==> src/rtl/esd_pkg.sv <==
// Shared types and constants of the escape sequence decoder.
`timescale 1ns / 1ps

package esd_pkg;

    // Escape character after reset: '^'
    localparam logic [7:0] ESC_RESET = 8'h5E;

    // Characters the decoder reacts to
    localparam logic [7:0] CH_0     = 8'h30;
    localparam logic [7:0] CH_9     = 8'h39;
    localparam logic [7:0] CH_UA    = 8'h41;
    localparam logic [7:0] CH_UF    = 8'h46;
    localparam logic [7:0] CH_LA    = 8'h61;
    localparam logic [7:0] CH_LB    = 8'h62;
    localparam logic [7:0] CH_LE    = 8'h65;
    localparam logic [7:0] CH_LF    = 8'h66;
    localparam logic [7:0] CH_LN    = 8'h6E;
    localparam logic [7:0] CH_LR    = 8'h72;
    localparam logic [7:0] CH_LT    = 8'h74;
    localparam logic [7:0] CH_LV    = 8'h76;
    localparam logic [7:0] CH_LX    = 8'h78;
    localparam logic [7:0] CH_QUOTE = 8'h27;
    localparam logic [7:0] CH_DQUOT = 8'h22;
    localparam logic [7:0] CH_PCT   = 8'h25;
    localparam logic [7:0] CH_SEMI  = 8'h3B;

    // Control codes produced by the letter escapes
    localparam logic [7:0] CTL_BEL = 8'd7;
    localparam logic [7:0] CTL_BS  = 8'd8;
    localparam logic [7:0] CTL_ESC = 8'd27;
    localparam logic [7:0] CTL_FF  = 8'd12;
    localparam logic [7:0] CTL_LF  = 8'd10;
    localparam logic [7:0] CTL_CR  = 8'd13;
    localparam logic [7:0] CTL_HT  = 8'd9;
    localparam logic [7:0] CTL_VT  = 8'd11;

    // Command queue between front and back
    localparam int QDEPTH = 4;
    localparam int QPTR_W = $clog2(QDEPTH);
    localparam int QCNT_W = $clog2(QDEPTH + 1);
    localparam logic [QPTR_W-1:0] QLAST = QPTR_W'(QDEPTH - 1);
    localparam logic [QCNT_W-1:0] QFULL = QCNT_W'(QDEPTH);

    typedef enum logic [3:0] {
        MODE_PLAIN = 4'b0001,
        MODE_ESC   = 4'b0010,
        MODE_HEX   = 4'b0100,
        MODE_DEC   = 4'b1000
    } t_mode;

    // One decoded command: one or two result words
    typedef struct packed {
        logic       two;
        logic [7:0] first;
        logic       first_bad;
        logic [7:0] second;
    } t_cmd;

endpackage

==> src/rtl/escape_sequence_decoder.sv <==
// Top level of the escape sequence decoder.
//
//  channel  | handshake                 | payload
//  ---------+---------------------------+-------------------------------------
//  input    | i_in_valid / o_in_stall   | i_char_in, i_end_of_text
//  output   | o_out_valid / i_out_stall | o_byte_out, o_bad_escape, o_last
//  config   | i_cfg_valid / o_cfg_ready | i_escape_char
//
// One input word per cycle while the queue has room; a word that yields two
// results holds the output stage for both; the output register sets the rate.
// The four-entry command queue absorbs those doubles and output stalls;
// o_in_stall rises only when the queue is full.
// Synchronous active-low reset clears mode, accumulator, queue and output.
`timescale 1ns / 1ps

module escape_sequence_decoder (
    input  logic       i_clk,
    input  logic       i_rst_n,
    input  logic       i_cfg_valid,
    output logic       o_cfg_ready,
    input  logic [7:0] i_escape_char,
    input  logic       i_in_valid,
    output logic       o_in_stall,
    input  logic [7:0] i_char_in,
    input  logic       i_end_of_text,
    output logic       o_out_valid,
    input  logic       i_out_stall,
    output logic [7:0] o_byte_out,
    output logic       o_bad_escape,
    output logic       o_last
);

    esd_pkg::t_cmd push_cmd;
    esd_pkg::t_cmd head_cmd;
    logic          push;
    logic          pop;
    logic          full;
    logic          empty;
    logic          accept;

    assign o_cfg_ready = 1'b1;
    assign o_in_stall  = full;
    assign accept      = i_in_valid && !full;

    esd_front u_front (
        .i_clk         (i_clk),
        .i_rst_n       (i_rst_n),
        .i_cfg_valid   (i_cfg_valid),
        .i_escape_char (i_escape_char),
        .i_accept      (accept),
        .i_char_in     (i_char_in),
        .i_end_of_text (i_end_of_text),
        .o_push        (push),
        .o_cmd         (push_cmd)
    );

    esd_queue u_queue (
        .i_clk   (i_clk),
        .i_rst_n (i_rst_n),
        .i_push  (push),
        .i_wdata (push_cmd),
        .i_pop   (pop),
        .o_rdata (head_cmd),
        .o_full  (full),
        .o_empty (empty)
    );

    esd_back u_back (
        .i_clk        (i_clk),
        .i_rst_n      (i_rst_n),
        .i_cmd        (head_cmd),
        .i_empty      (empty),
        .o_pop        (pop),
        .o_out_valid  (o_out_valid),
        .i_out_stall  (i_out_stall),
        .o_byte_out   (o_byte_out),
        .o_bad_escape (o_bad_escape),
        .o_last       (o_last)
    );

endmodule

==> src/rtl/esd_front.sv <==
// Front end: accepts input words, tracks escape state, issues result commands.
`timescale 1ns / 1ps

module esd_front (
    input  logic          i_clk,
    input  logic          i_rst_n,
    input  logic          i_cfg_valid,
    input  logic [7:0]    i_escape_char,
    input  logic          i_accept,
    input  logic [7:0]    i_char_in,
    input  logic          i_end_of_text,
    output logic          o_push,
    output esd_pkg::t_cmd o_cmd
);

    esd_pkg::t_mode r_mode, n_mode;
    logic [7:0]     r_accum, n_accum;
    logic [7:0]     r_esc;
    logic [1:0]     cnt;
    logic           is_dec;
    logic           is_hex;
    logic [3:0]     hex_val;
    logic [7:0]     b;

    always_ff @(posedge i_clk) begin
        if (!i_rst_n) begin
            r_mode  <= esd_pkg::MODE_PLAIN;
            r_accum <= 8'd0;
            r_esc   <= esd_pkg::ESC_RESET;
        end else begin
            if (i_accept) begin
                r_mode  <= n_mode;
                r_accum <= n_accum;
            end
            if (i_cfg_valid) begin
                r_esc <= i_escape_char;
            end
        end
    end

    assign b = i_char_in;

    always_comb begin
        is_dec  = (b >= esd_pkg::CH_0) && (b <= esd_pkg::CH_9);
        is_hex  = 1'b1;
        hex_val = 4'd0;
        if (is_dec) begin
            hex_val = 4'(b - esd_pkg::CH_0);
        end else if ((b >= esd_pkg::CH_LA) && (b <= esd_pkg::CH_LF)) begin
            hex_val = 4'(b - esd_pkg::CH_LA + 8'd10);
        end else if ((b >= esd_pkg::CH_UA) && (b <= esd_pkg::CH_UF)) begin
            hex_val = 4'(b - esd_pkg::CH_UA + 8'd10);
        end else begin
            is_hex = 1'b0;
        end
    end

    always_comb begin
        n_mode             = r_mode;
        n_accum            = r_accum;
        cnt                = 2'd0;
        o_cmd.two          = 1'b0;
        o_cmd.first        = 8'd0;
        o_cmd.first_bad    = 1'b0;
        o_cmd.second       = b;
        if (i_end_of_text) begin
            if (r_mode == esd_pkg::MODE_ESC) begin
                cnt             = 2'd1;
                o_cmd.first_bad = 1'b1;
            end else if (r_mode != esd_pkg::MODE_PLAIN) begin
                cnt         = 2'd1;
                o_cmd.first = r_accum;
            end
            n_mode  = esd_pkg::MODE_PLAIN;
            n_accum = 8'd0;
        end else begin
            case (r_mode)
                esd_pkg::MODE_PLAIN: begin
                    if (b == r_esc) begin
                        n_mode = esd_pkg::MODE_ESC;
                    end else begin
                        cnt         = 2'd1;
                        o_cmd.first = b;
                    end
                end
                esd_pkg::MODE_ESC: begin
                    n_mode = esd_pkg::MODE_PLAIN;
                    cnt    = 2'd1;
                    if (b == r_esc) begin
                        o_cmd.first = b;
                    end else begin
                        case (b)
                            esd_pkg::CH_LA: o_cmd.first = esd_pkg::CTL_BEL;
                            esd_pkg::CH_LB: o_cmd.first = esd_pkg::CTL_BS;
                            esd_pkg::CH_LE: o_cmd.first = esd_pkg::CTL_ESC;
                            esd_pkg::CH_LF: o_cmd.first = esd_pkg::CTL_FF;
                            esd_pkg::CH_LN: o_cmd.first = esd_pkg::CTL_LF;
                            esd_pkg::CH_LR: o_cmd.first = esd_pkg::CTL_CR;
                            esd_pkg::CH_LT: o_cmd.first = esd_pkg::CTL_HT;
                            esd_pkg::CH_LV: o_cmd.first = esd_pkg::CTL_VT;
                            esd_pkg::CH_QUOTE, esd_pkg::CH_DQUOT, esd_pkg::CH_PCT: begin
                                o_cmd.first = b;
                            end
                            esd_pkg::CH_LX: begin
                                n_mode  = esd_pkg::MODE_HEX;
                                n_accum = 8'd0;
                                cnt     = 2'd0;
                            end
                            default: begin
                                if (is_dec) begin
                                    n_mode  = esd_pkg::MODE_DEC;
                                    n_accum = 8'(b - esd_pkg::CH_0);
                                    cnt     = 2'd0;
                                end else begin
                                    // unknown escape: flag a zero, then pass the byte
                                    cnt             = 2'd2;
                                    o_cmd.first_bad = 1'b1;
                                end
                            end
                        endcase
                    end
                end
                esd_pkg::MODE_HEX, esd_pkg::MODE_DEC: begin
                    if ((r_mode == esd_pkg::MODE_HEX) && is_hex) begin
                        n_accum = {r_accum[3:0], hex_val};
                    end else if ((r_mode == esd_pkg::MODE_DEC) && is_dec) begin
                        n_accum = 8'({r_accum, 3'b000} + {r_accum, 1'b0}
                                     + (b - esd_pkg::CH_0));
                    end else begin
                        // run ends: emit its value, swallow one semicolon, else treat the byte as plain
                        cnt         = 2'd1;
                        o_cmd.first = r_accum;
                        n_mode      = esd_pkg::MODE_PLAIN;
                        n_accum     = 8'd0;
                        if (b != esd_pkg::CH_SEMI) begin
                            if (b == r_esc) begin
                                n_mode = esd_pkg::MODE_ESC;
                            end else begin
                                cnt = 2'd2;
                            end
                        end
                    end
                end
                default: begin
                    n_mode  = esd_pkg::MODE_PLAIN;
                    n_accum = 8'd0;
                end
            endcase
        end
        o_cmd.two = (cnt == 2'd2);
    end

    assign o_push = i_accept && (cnt != 2'd0);

endmodule

==> src/rtl/esd_queue.sv <==
// Short command queue between the front end and the output stage.
`timescale 1ns / 1ps

module esd_queue (
    input  logic          i_clk,
    input  logic          i_rst_n,
    input  logic          i_push,
    input  esd_pkg::t_cmd i_wdata,
    input  logic          i_pop,
    output esd_pkg::t_cmd o_rdata,
    output logic          o_full,
    output logic          o_empty
);

    esd_pkg::t_cmd                r_mem [esd_pkg::QDEPTH];
    logic [esd_pkg::QPTR_W-1:0]   r_wptr;
    logic [esd_pkg::QPTR_W-1:0]   r_rptr;
    logic [esd_pkg::QCNT_W-1:0]   r_count;

    always_ff @(posedge i_clk) begin
        if (i_push) begin
            r_mem[r_wptr] <= i_wdata;
        end
    end

    always_ff @(posedge i_clk) begin
        if (!i_rst_n) begin
            r_wptr  <= '0;
            r_rptr  <= '0;
            r_count <= '0;
        end else begin
            if (i_push) begin
                r_wptr <= (r_wptr == esd_pkg::QLAST) ? '0 : r_wptr + 1'b1;
            end
            if (i_pop) begin
                r_rptr <= (r_rptr == esd_pkg::QLAST) ? '0 : r_rptr + 1'b1;
            end
            if (i_push && !i_pop) begin
                r_count <= r_count + 1'b1;
            end else if (i_pop && !i_push) begin
                r_count <= r_count - 1'b1;
            end
        end
    end

    assign o_rdata = r_mem[r_rptr];
    assign o_full  = (r_count == esd_pkg::QFULL);
    assign o_empty = (r_count == '0);

endmodule

==> src/rtl/esd_back.sv <==
// Output stage: expands queued commands into result words.
`timescale 1ns / 1ps

module esd_back (
    input  logic          i_clk,
    input  logic          i_rst_n,
    input  esd_pkg::t_cmd i_cmd,
    input  logic          i_empty,
    output logic          o_pop,
    output logic          o_out_valid,
    input  logic          i_out_stall,
    output logic [7:0]    o_byte_out,
    output logic          o_bad_escape,
    output logic          o_last
);

    logic       r_valid;
    logic       r_phase;
    logic [7:0] r_byte;
    logic       r_bad;
    logic       r_last;
    logic       load;
    logic       first_half;

    // advance when the output register is free or being taken
    assign load       = !i_empty && (!r_valid || !i_out_stall);
    assign first_half = i_cmd.two && !r_phase;
    assign o_pop      = load && !first_half;

    always_ff @(posedge i_clk) begin
        if (!i_rst_n) begin
            r_valid <= 1'b0;
            r_phase <= 1'b0;
        end else begin
            if (load) begin
                r_valid <= 1'b1;
                r_phase <= first_half;
            end else if (!i_out_stall) begin
                r_valid <= 1'b0;
            end
        end
    end

    always_ff @(posedge i_clk) begin
        if (load) begin
            r_byte <= r_phase ? i_cmd.second : i_cmd.first;
            r_bad  <= r_phase ? 1'b0 : i_cmd.first_bad;
            r_last <= !first_half;
        end
    end

    assign o_out_valid  = r_valid;
    assign o_byte_out   = r_byte;
    assign o_bad_escape = r_bad;
    assign o_last       = r_last;

endmodule

==> config.mk <==
export PLATFORM = sky130hd
export DESIGN_NAME = escape_sequence_decoder
export DESIGN_NICKNAME = d
export VERILOG_FILES = /design/src/rtl/esd_pkg.sv /design/src/rtl/escape_sequence_decoder.sv /design/src/rtl/esd_front.sv /design/src/rtl/esd_queue.sv /design/src/rtl/esd_back.sv
export SDC_FILE = /design/constraint.sdc
export NUM_CORES = 1
export LEC_CHECK = 0
export BUFFER_PORTS_ARGS = -buffer_cell sky130_fd_sc_hd__buf_4
export CORE_MARGIN = 3
export CORE_UTILIZATION = 61
export CTS_CLUSTER_SIZE = 8
export DETAILED_ROUTE_END_ITERATION = 6
export PLACE_DENSITY = 0.8
export SLEW_MARGIN = 20
export SYNTH_ARGS = -nofsm -noshare
export SYNTH_HDL_FRONTEND = slang
export SYNTH_SLANG_ARGS = --single-unit
==> constraint.sdc <==
create_clock -name i_clk -period 4.71 [get_ports i_clk]
set_input_delay 0.2355 -clock i_clk [delete_from_list [all_inputs] [get_ports i_clk]]
set_output_delay 0.2355 -clock i_clk [all_outputs]
set_load 0.03 [all_outputs]
# After elaboration in Yosys (flattened, before gate mapping)

Memory sizes are Yosys's and may differ from the RTL's. A register that Yosys moved wholly into a read port is not among the register bits.
Cells that the tools add are included.

Add/subtract/negate cells: 12
Order comparisons: 6
Eq/ne operators: 31
Mux-type cells: 60
Reduce and logical (&&, ||, !) cells: 30

Operators with widths:

| kind                                                            | count |
|---|---|
| 2-to-1 mux 8 bit                                                | 12 |
| == test 8 x 7 -> 1 bit (second input constant)                  | 9 |
| one-hot mux 8 bit (9 select lines)                              | 1 |
| one-hot mux 8 bit (3 select lines)                              | 2 |
| 2-to-1 mux 4 bit                                                | 10 |
| 2-to-1 mux 2 bit                                                | 13 |
| == test 8 x 6 -> 1 bit (second input constant)                  | 3 |
| adder 8 bit                                                     | 2 |
| >= comparator 8 x 7 -> 1 bit (second input constant)            | 2 |
| less-or-equal comparator 8 x 7 -> 1 bit (second input constant) | 2 |
| one-hot mux 8 bit (2 select lines)                              | 1 |
| subtractor 8 x 6 -> 8 bit (second input constant)               | 2 |
| 2-to-1 mux 1 bit                                                | 14 |
| logical AND 1 bit                                               | 12 |
| inequality test 3 bit (second input constant)                   | 4 |
| one-hot mux 4 bit (3 select lines)                              | 1 |
| OR reduction 12 bit                                             | 1 |
| OR reduction 11 bit                                             | 1 |
| 2-to-1 mux 9 bit                                                | 1 |
| adder 4 bit (second input constant)                             | 2 |
| == test 8 bit                                                   | 1 |
| >= comparator 8 x 6 -> 1 bit (second input constant)            | 1 |
| less-or-equal comparator 8 x 6 -> 1 bit (second input constant) | 1 |
| zero test 1 bit                                                 | 8 |
| 27 further kinds                                                | 33 |

Flip-flop bits (word level): 39
Memory bits (writable): 72
Bits of input ports: 22
Word-level logic and storage cells: 151
Memories: 1

Memories:

| name          | words | width | rd ports | clocked after memory_dff | write ports | line            | text |
|---|---|---|---|---|---|---|---|
| u_queue.r_mem | 4     | 18    | 1        | 1                        | 1           | esd_queue.sv:15 | `esd_pkg::t_cmd r_mem [esd_pkg::QDEPTH];` |

# Logic depth before layout (Yosys ltp)

Word-level depth: 15
Depth in mapped cells: 17

# Cells and area by module

From an unflattened synthesis, not the netlist that was laid out.

Cells, all modules: 465
Area, all modules: 6118.4 um^2

Modules (own cells, without submodules):

| module                  | instances | cells an instance | area an instance (um^2) | sequential area each (um^2) |
|---|---|---|---|---|
| esd_queue               | 1         | 138               | 3096.7                  | 2342.2 |
| esd_front               | 1         | 294               | 2452.4                  | 400.4 |
| esd_back                | 1         | 30                | 544.3                   | 340.3 |
| escape_sequence_decoder | 1         | 3                 | 25.0                    | 0.0 |

# Worst setup path after synthesis

No wires, ideal clock.

Path kind: input-to-reg
From: input port i_char_in[0]
To: register u_queue.r_count[2] (netlist name)
Library setup time: 0.076 ns
Arrival time: 3.591 ns
Required time: 4.634 ns
Path slack: 1.043 ns
Cell stages on the path: 17
Path buffers: 2
Path through: clkbuf_1 > inv_1 > ha_1 > clkbuf_1 > mux2_1 > a32oi_1 > o221ai_1 > or3b_1 > o22ai_1 > a221oi_2 > nor2_4 > ha_1 > inv_1 > fa_1 > xor2_1 > or3_1 > a21boi_0

Word-level cells in the longest chain between the ends: 14
Elaborated cells between the ends (all ways): 46
Those cells by class: order compare: 6; eq/ne: 14; mux: 14; reduce/logical: 12

Ends and longest elaborated chain:

| what                                                                                           | line                          | text |
|---|---|---|
| start: declaration                                                                             | escape_sequence_decoder.sv:24 | `input logic [7:0] i_char_in,` |
| >= comparator 8 x 7 -> 1 bit / less-or-equal comparator 8 x 7 -> 1 bit (equally long branches) | esd_front.sv:51               | `end else if ((b >= esd_pkg::CH_UA) && (b <= esd_pkg::CH_UF)) begin` |
| logical AND 1 bit                                                                              | esd_front.sv:51               |  |
| 2-to-1 mux 1 bit                                                                               | esd_front.sv:51               |  |
| 2-to-1 mux 1 bit                                                                               | esd_front.sv:49               | `end else if ((b >= esd_pkg::CH_LA) && (b <= esd_pkg::CH_LF)) begin` |
| 2-to-1 mux 1 bit                                                                               | esd_front.sv:47               | `if (is_dec) begin` |
| logical AND 1 bit                                                                              | esd_front.sv:124              | `if ((r_mode == esd_pkg::MODE_HEX) && is_hex) begin` |
| 2-to-1 mux 2 bit                                                                               | esd_front.sv:124              |  |
| one-hot mux 2 bit (3 select lines) *                                                           | esd_front.sv:77               | `case (r_mode)` |
| 2-to-1 mux 2 bit *                                                                             | esd_front.sv:66               | `if (i_end_of_text) begin` |
| nonzero test 2 bit *                                                                           | esd_front.sv:153              | `assign o_push = i_accept && (cnt != 2'd0);` |
| logical AND 1 bit *                                                                            | esd_front.sv:153              |  |
| via push                                                                                       | escape_sequence_decoder.sv:35 | `logic push;` |
| zero test 1 bit                                                                                | esd_queue.sv:40               | `end else if (i_pop && !i_push) begin` |
| logical AND 1 bit                                                                              | esd_queue.sv:40               |  |
| nonzero test 2 bit (no source line)                                                            | --                            |  |
| end signal: assignment                                                                         | esd_queue.sv:39               | `r_count <= r_count + 1'b1;` |
| end signal: assignment                                                                         | esd_queue.sv:41               | `r_count <= r_count - 1'b1;` |
| end: declaration                                                                               | esd_queue.sv:18               | `logic [esd_pkg::QCNT_W-1:0] r_count;` |

The timed path passes the listed nets; every way through them passes the cells marked *.
A chain may end at the register's enable or synchronous reset.

# Final worst setup path

From: register u_front.r_mode[1]
To: register u_queue.r_count[2] (netlist name)

Word-level cells in the longest chain between the ends: 11
Elaborated cells between the ends (all ways): 21
Those cells by class: eq/ne: 5; mux: 7; reduce/logical: 9

Ends and longest elaborated chain:

| what                                | line                              | text |
|---|---|---|
| start: declaration                  | esd_front.sv:16                   | `esd_pkg::t_mode r_mode, n_mode;` |
| start signal: assignment            | esd_front.sv:27                   | `r_mode <= esd_pkg::MODE_PLAIN;` |
| start signal: assignment            | esd_front.sv:32                   | `r_mode <= n_mode;` |
| == test 4 bit                       | esd_front.sv:77, esd_front.sv:126 |  |
| logical AND 1 bit                   | esd_front.sv:126                  | `end else if ((r_mode == esd_pkg::MODE_DEC) && is_dec) begin` |
| 2-to-1 mux 2 bit                    | esd_front.sv:126                  |  |
| 2-to-1 mux 2 bit                    | esd_front.sv:124                  |  |
| one-hot mux 2 bit (3 select lines)  | esd_front.sv:77                   |  |
| 2-to-1 mux 2 bit *                  | esd_front.sv:66                   |  |
| nonzero test 2 bit *                | esd_front.sv:153                  |  |
| logical AND 1 bit *                 | esd_front.sv:153                  |  |
| via push                            | escape_sequence_decoder.sv:35     |  |
| zero test 1 bit                     | esd_queue.sv:40                   |  |
| logical AND 1 bit                   | esd_queue.sv:40                   |  |
| nonzero test 2 bit (no source line) | --                                |  |

Marks and branches as above.

==> metrics.md <==
| Metric | Value |
|---|---|
| Status | finished, violations left |
| Violated checks | DRC |
| CP startpoint kind | flip-flop |
| Initial core utilization | 63.1% |
| Vias/cell | 6.24 |
| Critical Path, Cell by Cell | or4b_1 > a21oi_4 > or3b_1 > o22ai_1 > a221oi_2 > nor2_4 > ha_1 > inv_1 > fa_1 > xor2_1 > or3_1 > a21boi_0 |
| All-Layer GR Usage | 26.2% |
| Worst-Margin Slew | 0.956 ns |
| Combinational share of power | 24.3% |
| Wire length per cell | 20.6 um |
| CP peak stage delay | 0.65 ns |
| Maximum vdd ir drop | 0.338 mV |
| Min cycle time layout | 3.80 ns |
| Fin area | 6880 um^2 |
| F_max | 263 MHz |
| Number of synthesized register bits | 113 |
| Worst EP required | 5.16 ns |
| Setup TNS | 0 ns |
| Hold WS | 0.0317 ns |
| Hold/Removal Path Class | in2reg |
| Top delay family on crit path | simple AND/OR/NAND/NOR gates |
| Crit path max fanout | 9 |
| Routed Antenna Nets | 0 |
| Pre-CTS worst setup slack | 0.831 ns |
| Htree depth | 4 |
| Critical Path AT | 4.25 ns |
| CP startpoint | u_front.r_mode[1] |
| LEAKAGE | 0.00253 uW |
| Max clock buf depth | 2 |
| Maximum number of pins on one net before global-route repair | 29 |
| Commonest non-fill, non-tap cell in the layout | edfxtp_1 |
| Die area | 10900 um^2 |
| Top-area cell type share of the netlist area | 41.8% |
| Antenna violations before repair | 0 |
| First-pass GRT wire length | 21800 um |
| Avg Inst Size Synth | 12.7 um^2 |
| Largest cells by area after synthesis | edfxtp_1 42%, dfxtp_1 11%, mux4_2 6.9% |
| Sequential element share of the synthesized area | 52.4% |
| Max cap viols | 0 |
| Commonest cells after routing, fill and taps aside | 82 x edfxtp_1, 39 x buf_4, 34 x nand2_1 |
| Clock slew at reported path FFs | 0.06 ns |
| Final setup margin | 0.908 ns |
| Area of the multi-input gates | 2610 um^2 |
| Post-DP HPWL | 8640 um |
| Net Sw Frac | 29.8% |
| Nets | 560 |
| Area leader, netlist | edfxtp_1 |
| Async SR Flop Fraction | 0% |
| Synth warn | 0 |
| Slowest-stage cell, CP | or4b_1 |
| Ys flop type | edfxtp_1 |
| Die height | 104 um |
| Register area | 3080 um^2 |
| CTS Buf Count | 17 |
| Mapped cell area | 5890 um^2 |
| DRC viols | 2 |
| Core Area | 9330 um^2 |
| Worst slew margin | 36.2% |
| EDFF count, synth | 82 |
| R2R Setup Slk | 0.91 ns |
| # fillers | 600 |
| Top Ports | 35 |
| CTS sink count | 113 |
| Gp weighted congestion | 0.936 |
| Vias | 4050 |
| Share of cells above drive strength 1 | 20.4% |
| Final Skew | 0.00954 ns |
| CP Capture Type | flip-flop |
| Setup violators final | 0 |
| DIE WIDTH | 104 um |
| Post-synthesis cell count | 465 |
| # port buffers | 33 |
| Reg2Reg Launch Point | u_front.r_mode[1] |
| Syn nets | 518 |
| Placed cell area | 6210 um^2 |
| Root buf cell | clkbuf_8 |
| WP depth | 12 |
| Pwr dens | 487 nW/um^2 |
| Worst r2r path cells | 12 |
| R2R Path End | u_queue.r_count[2] |
| Clock share of power | 36.7% |
| Net Sw Power | 997 uW |
| Core Rows | 35 |
| Final antenna diode count | 0 |
| Library cells used by synthesis | 67 |
| Worst-Skew Late Latency | 0.52 ns |
| Gr ovfl total | 0 |
| Layout overhead on the synthesized area | 17.0% |
| Setup CP Type | reg2reg |
| CP endpoint | u_queue.r_count[2] |
| Starting DRC count in detailed routing | 415 |
| Internal | 2350 uW |
| Vias in the first global route | 4049 |
| Post-CTS sizing | 0 |
| CTS tree | done |
| Final Cycle Share | 80.7% |
| Final count of hold timing violations | 0 |
| Pins Over Slew Limit | 0 |
| RSZ-0062 raised after global routing | no |
| Register share of total power | 39.1% |
| First-pass detailed-route iteration total | 7 |
| Routed WL | 13400 um |
| WP buf/inv | 1 |
-- routing by layer --
metal	vias to the layer above	track usage, %	wire length, um
met2	208	42.2	6540
met1	1967	35.1	5640
met5	-	0	0
met3	32	5.71	961
met4	0	9.59	227
li1	1843	-	-
-- synth_stat cells, drive strengths merged (3+ instances only) --
| cell | number |
|---|---|
| mux2i | 14 |
| nor2b | 12 |
| fa | 6 |
| nor2 | 20 |
| and2 | 12 |
| ha | 25 |
| inv | 17 |
| mux2 | 9 |
| or2 | 3 |
| nor3 | 5 |
| nand2 | 34 |
| buf | 12 |
| o221ai | 3 |
| a22o | 4 |
| o21ai | 17 |
| nand4 | 7 |
| clkbuf | 14 |
| nand2b | 5 |
| a222oi | 3 |
| a21oi | 18 |
| or3 | 6 |
| mux4 | 18 |
| o211ai | 3 |
| o2bb2ai | 6 |
| edfxtp | 82 |
| a22oi | 5 |
| xor2 | 5 |
| a21o | 6 |
| a31oi | 4 |
| a21boi | 4 |
| nand3 | 5 |
| and3 | 3 |
| dfxtp | 31 |
| o21a | 3 |
| xnor2 | 18 |
-- layout make-up --
| class | instances | share of cell area [%] |
|---|---|---|
| clock buffers | 17 | 6.02 |
| repair buffers | 49 | 5.71 |
| inverters | 17 | 0.927 |
| multi-input cells | 309 | 37.9 |
| flip-flops and latches | 113 | 44.8 |
| well taps | 129 | 2.34 |
| clock inverters | 15 | 2.29 |
-- through the flow --
stage	instances	util, %	total power (uW)
global placement	607	66.6	2110
floorplan	465	-	1880
finish	649	73.8	3350
detailed placement	607	66.6	2130
global route	649	73.8	3500
CTS	649	73.8	3370
-- worst min-delay path by stage --
stage               slack (ns)                  end          startpoint  cells past startpoint
finish                    0.03  u_queue.r_mem[3][0]        i_char_in[0]                      1
detailed placement        0.45   u_front.r_accum[7]  u_front.r_accum[7]                      1
global route              0.02  u_queue.r_mem[0][1]        i_char_in[1]                      1
global placement          0.45   u_front.r_accum[7]  u_front.r_accum[7]                      1
CTS                       0.01  u_queue.r_mem[3][0]        i_char_in[0]                      1
floorplan                 0.33  u_queue.r_mem[0][0]        i_char_in[0]                      0
-- state kept, by name, summed over array words and instances, names as in the netlist, 2 cells and up, named ones only --
register and cells:
u_back.o_byte_out 8, u_queue.r_wptr 2, u_front.r_esc 8, u_queue.r_rptr 2
u_front.r_accum 8, u_queue.r_mem 72, u_queue.r_count 3, u_front.r_mode 4
-- power groups by stage --
stage	Combinational, uW	Sequential, uW	Clock (uW)
floorplan	497	1390	0
global placement	788	1320	0
detailed placement	805	1330	0
CTS	819	1310	1250
global route	884	1320	1290
finish	813	1310	1230
-- cell families (layout without fill, tap and decap cells) --
kind of cell,Yosys count,after routing,synth area share (%)
multiplexers,41,41,11.0
AO/OA/AOI/OAI,89,89,11.0
other,1,1,0.0637
AND/OR/NAND/NOR,124,124,11.6
buffers and inverters,43,98,3.25
flip-flops,113,113,52.4
XOR/XNOR,23,23,3.42
adder cells (fa/ha/maj),31,31,7.36
-- what timing repair did --
action                    4_1_cts  5_1_grt
hold buffers                   10        0
hold endpoints to repair       13        0
buffers inserted                0        0
No activity file was read; power rests on OpenSTA's default activity.
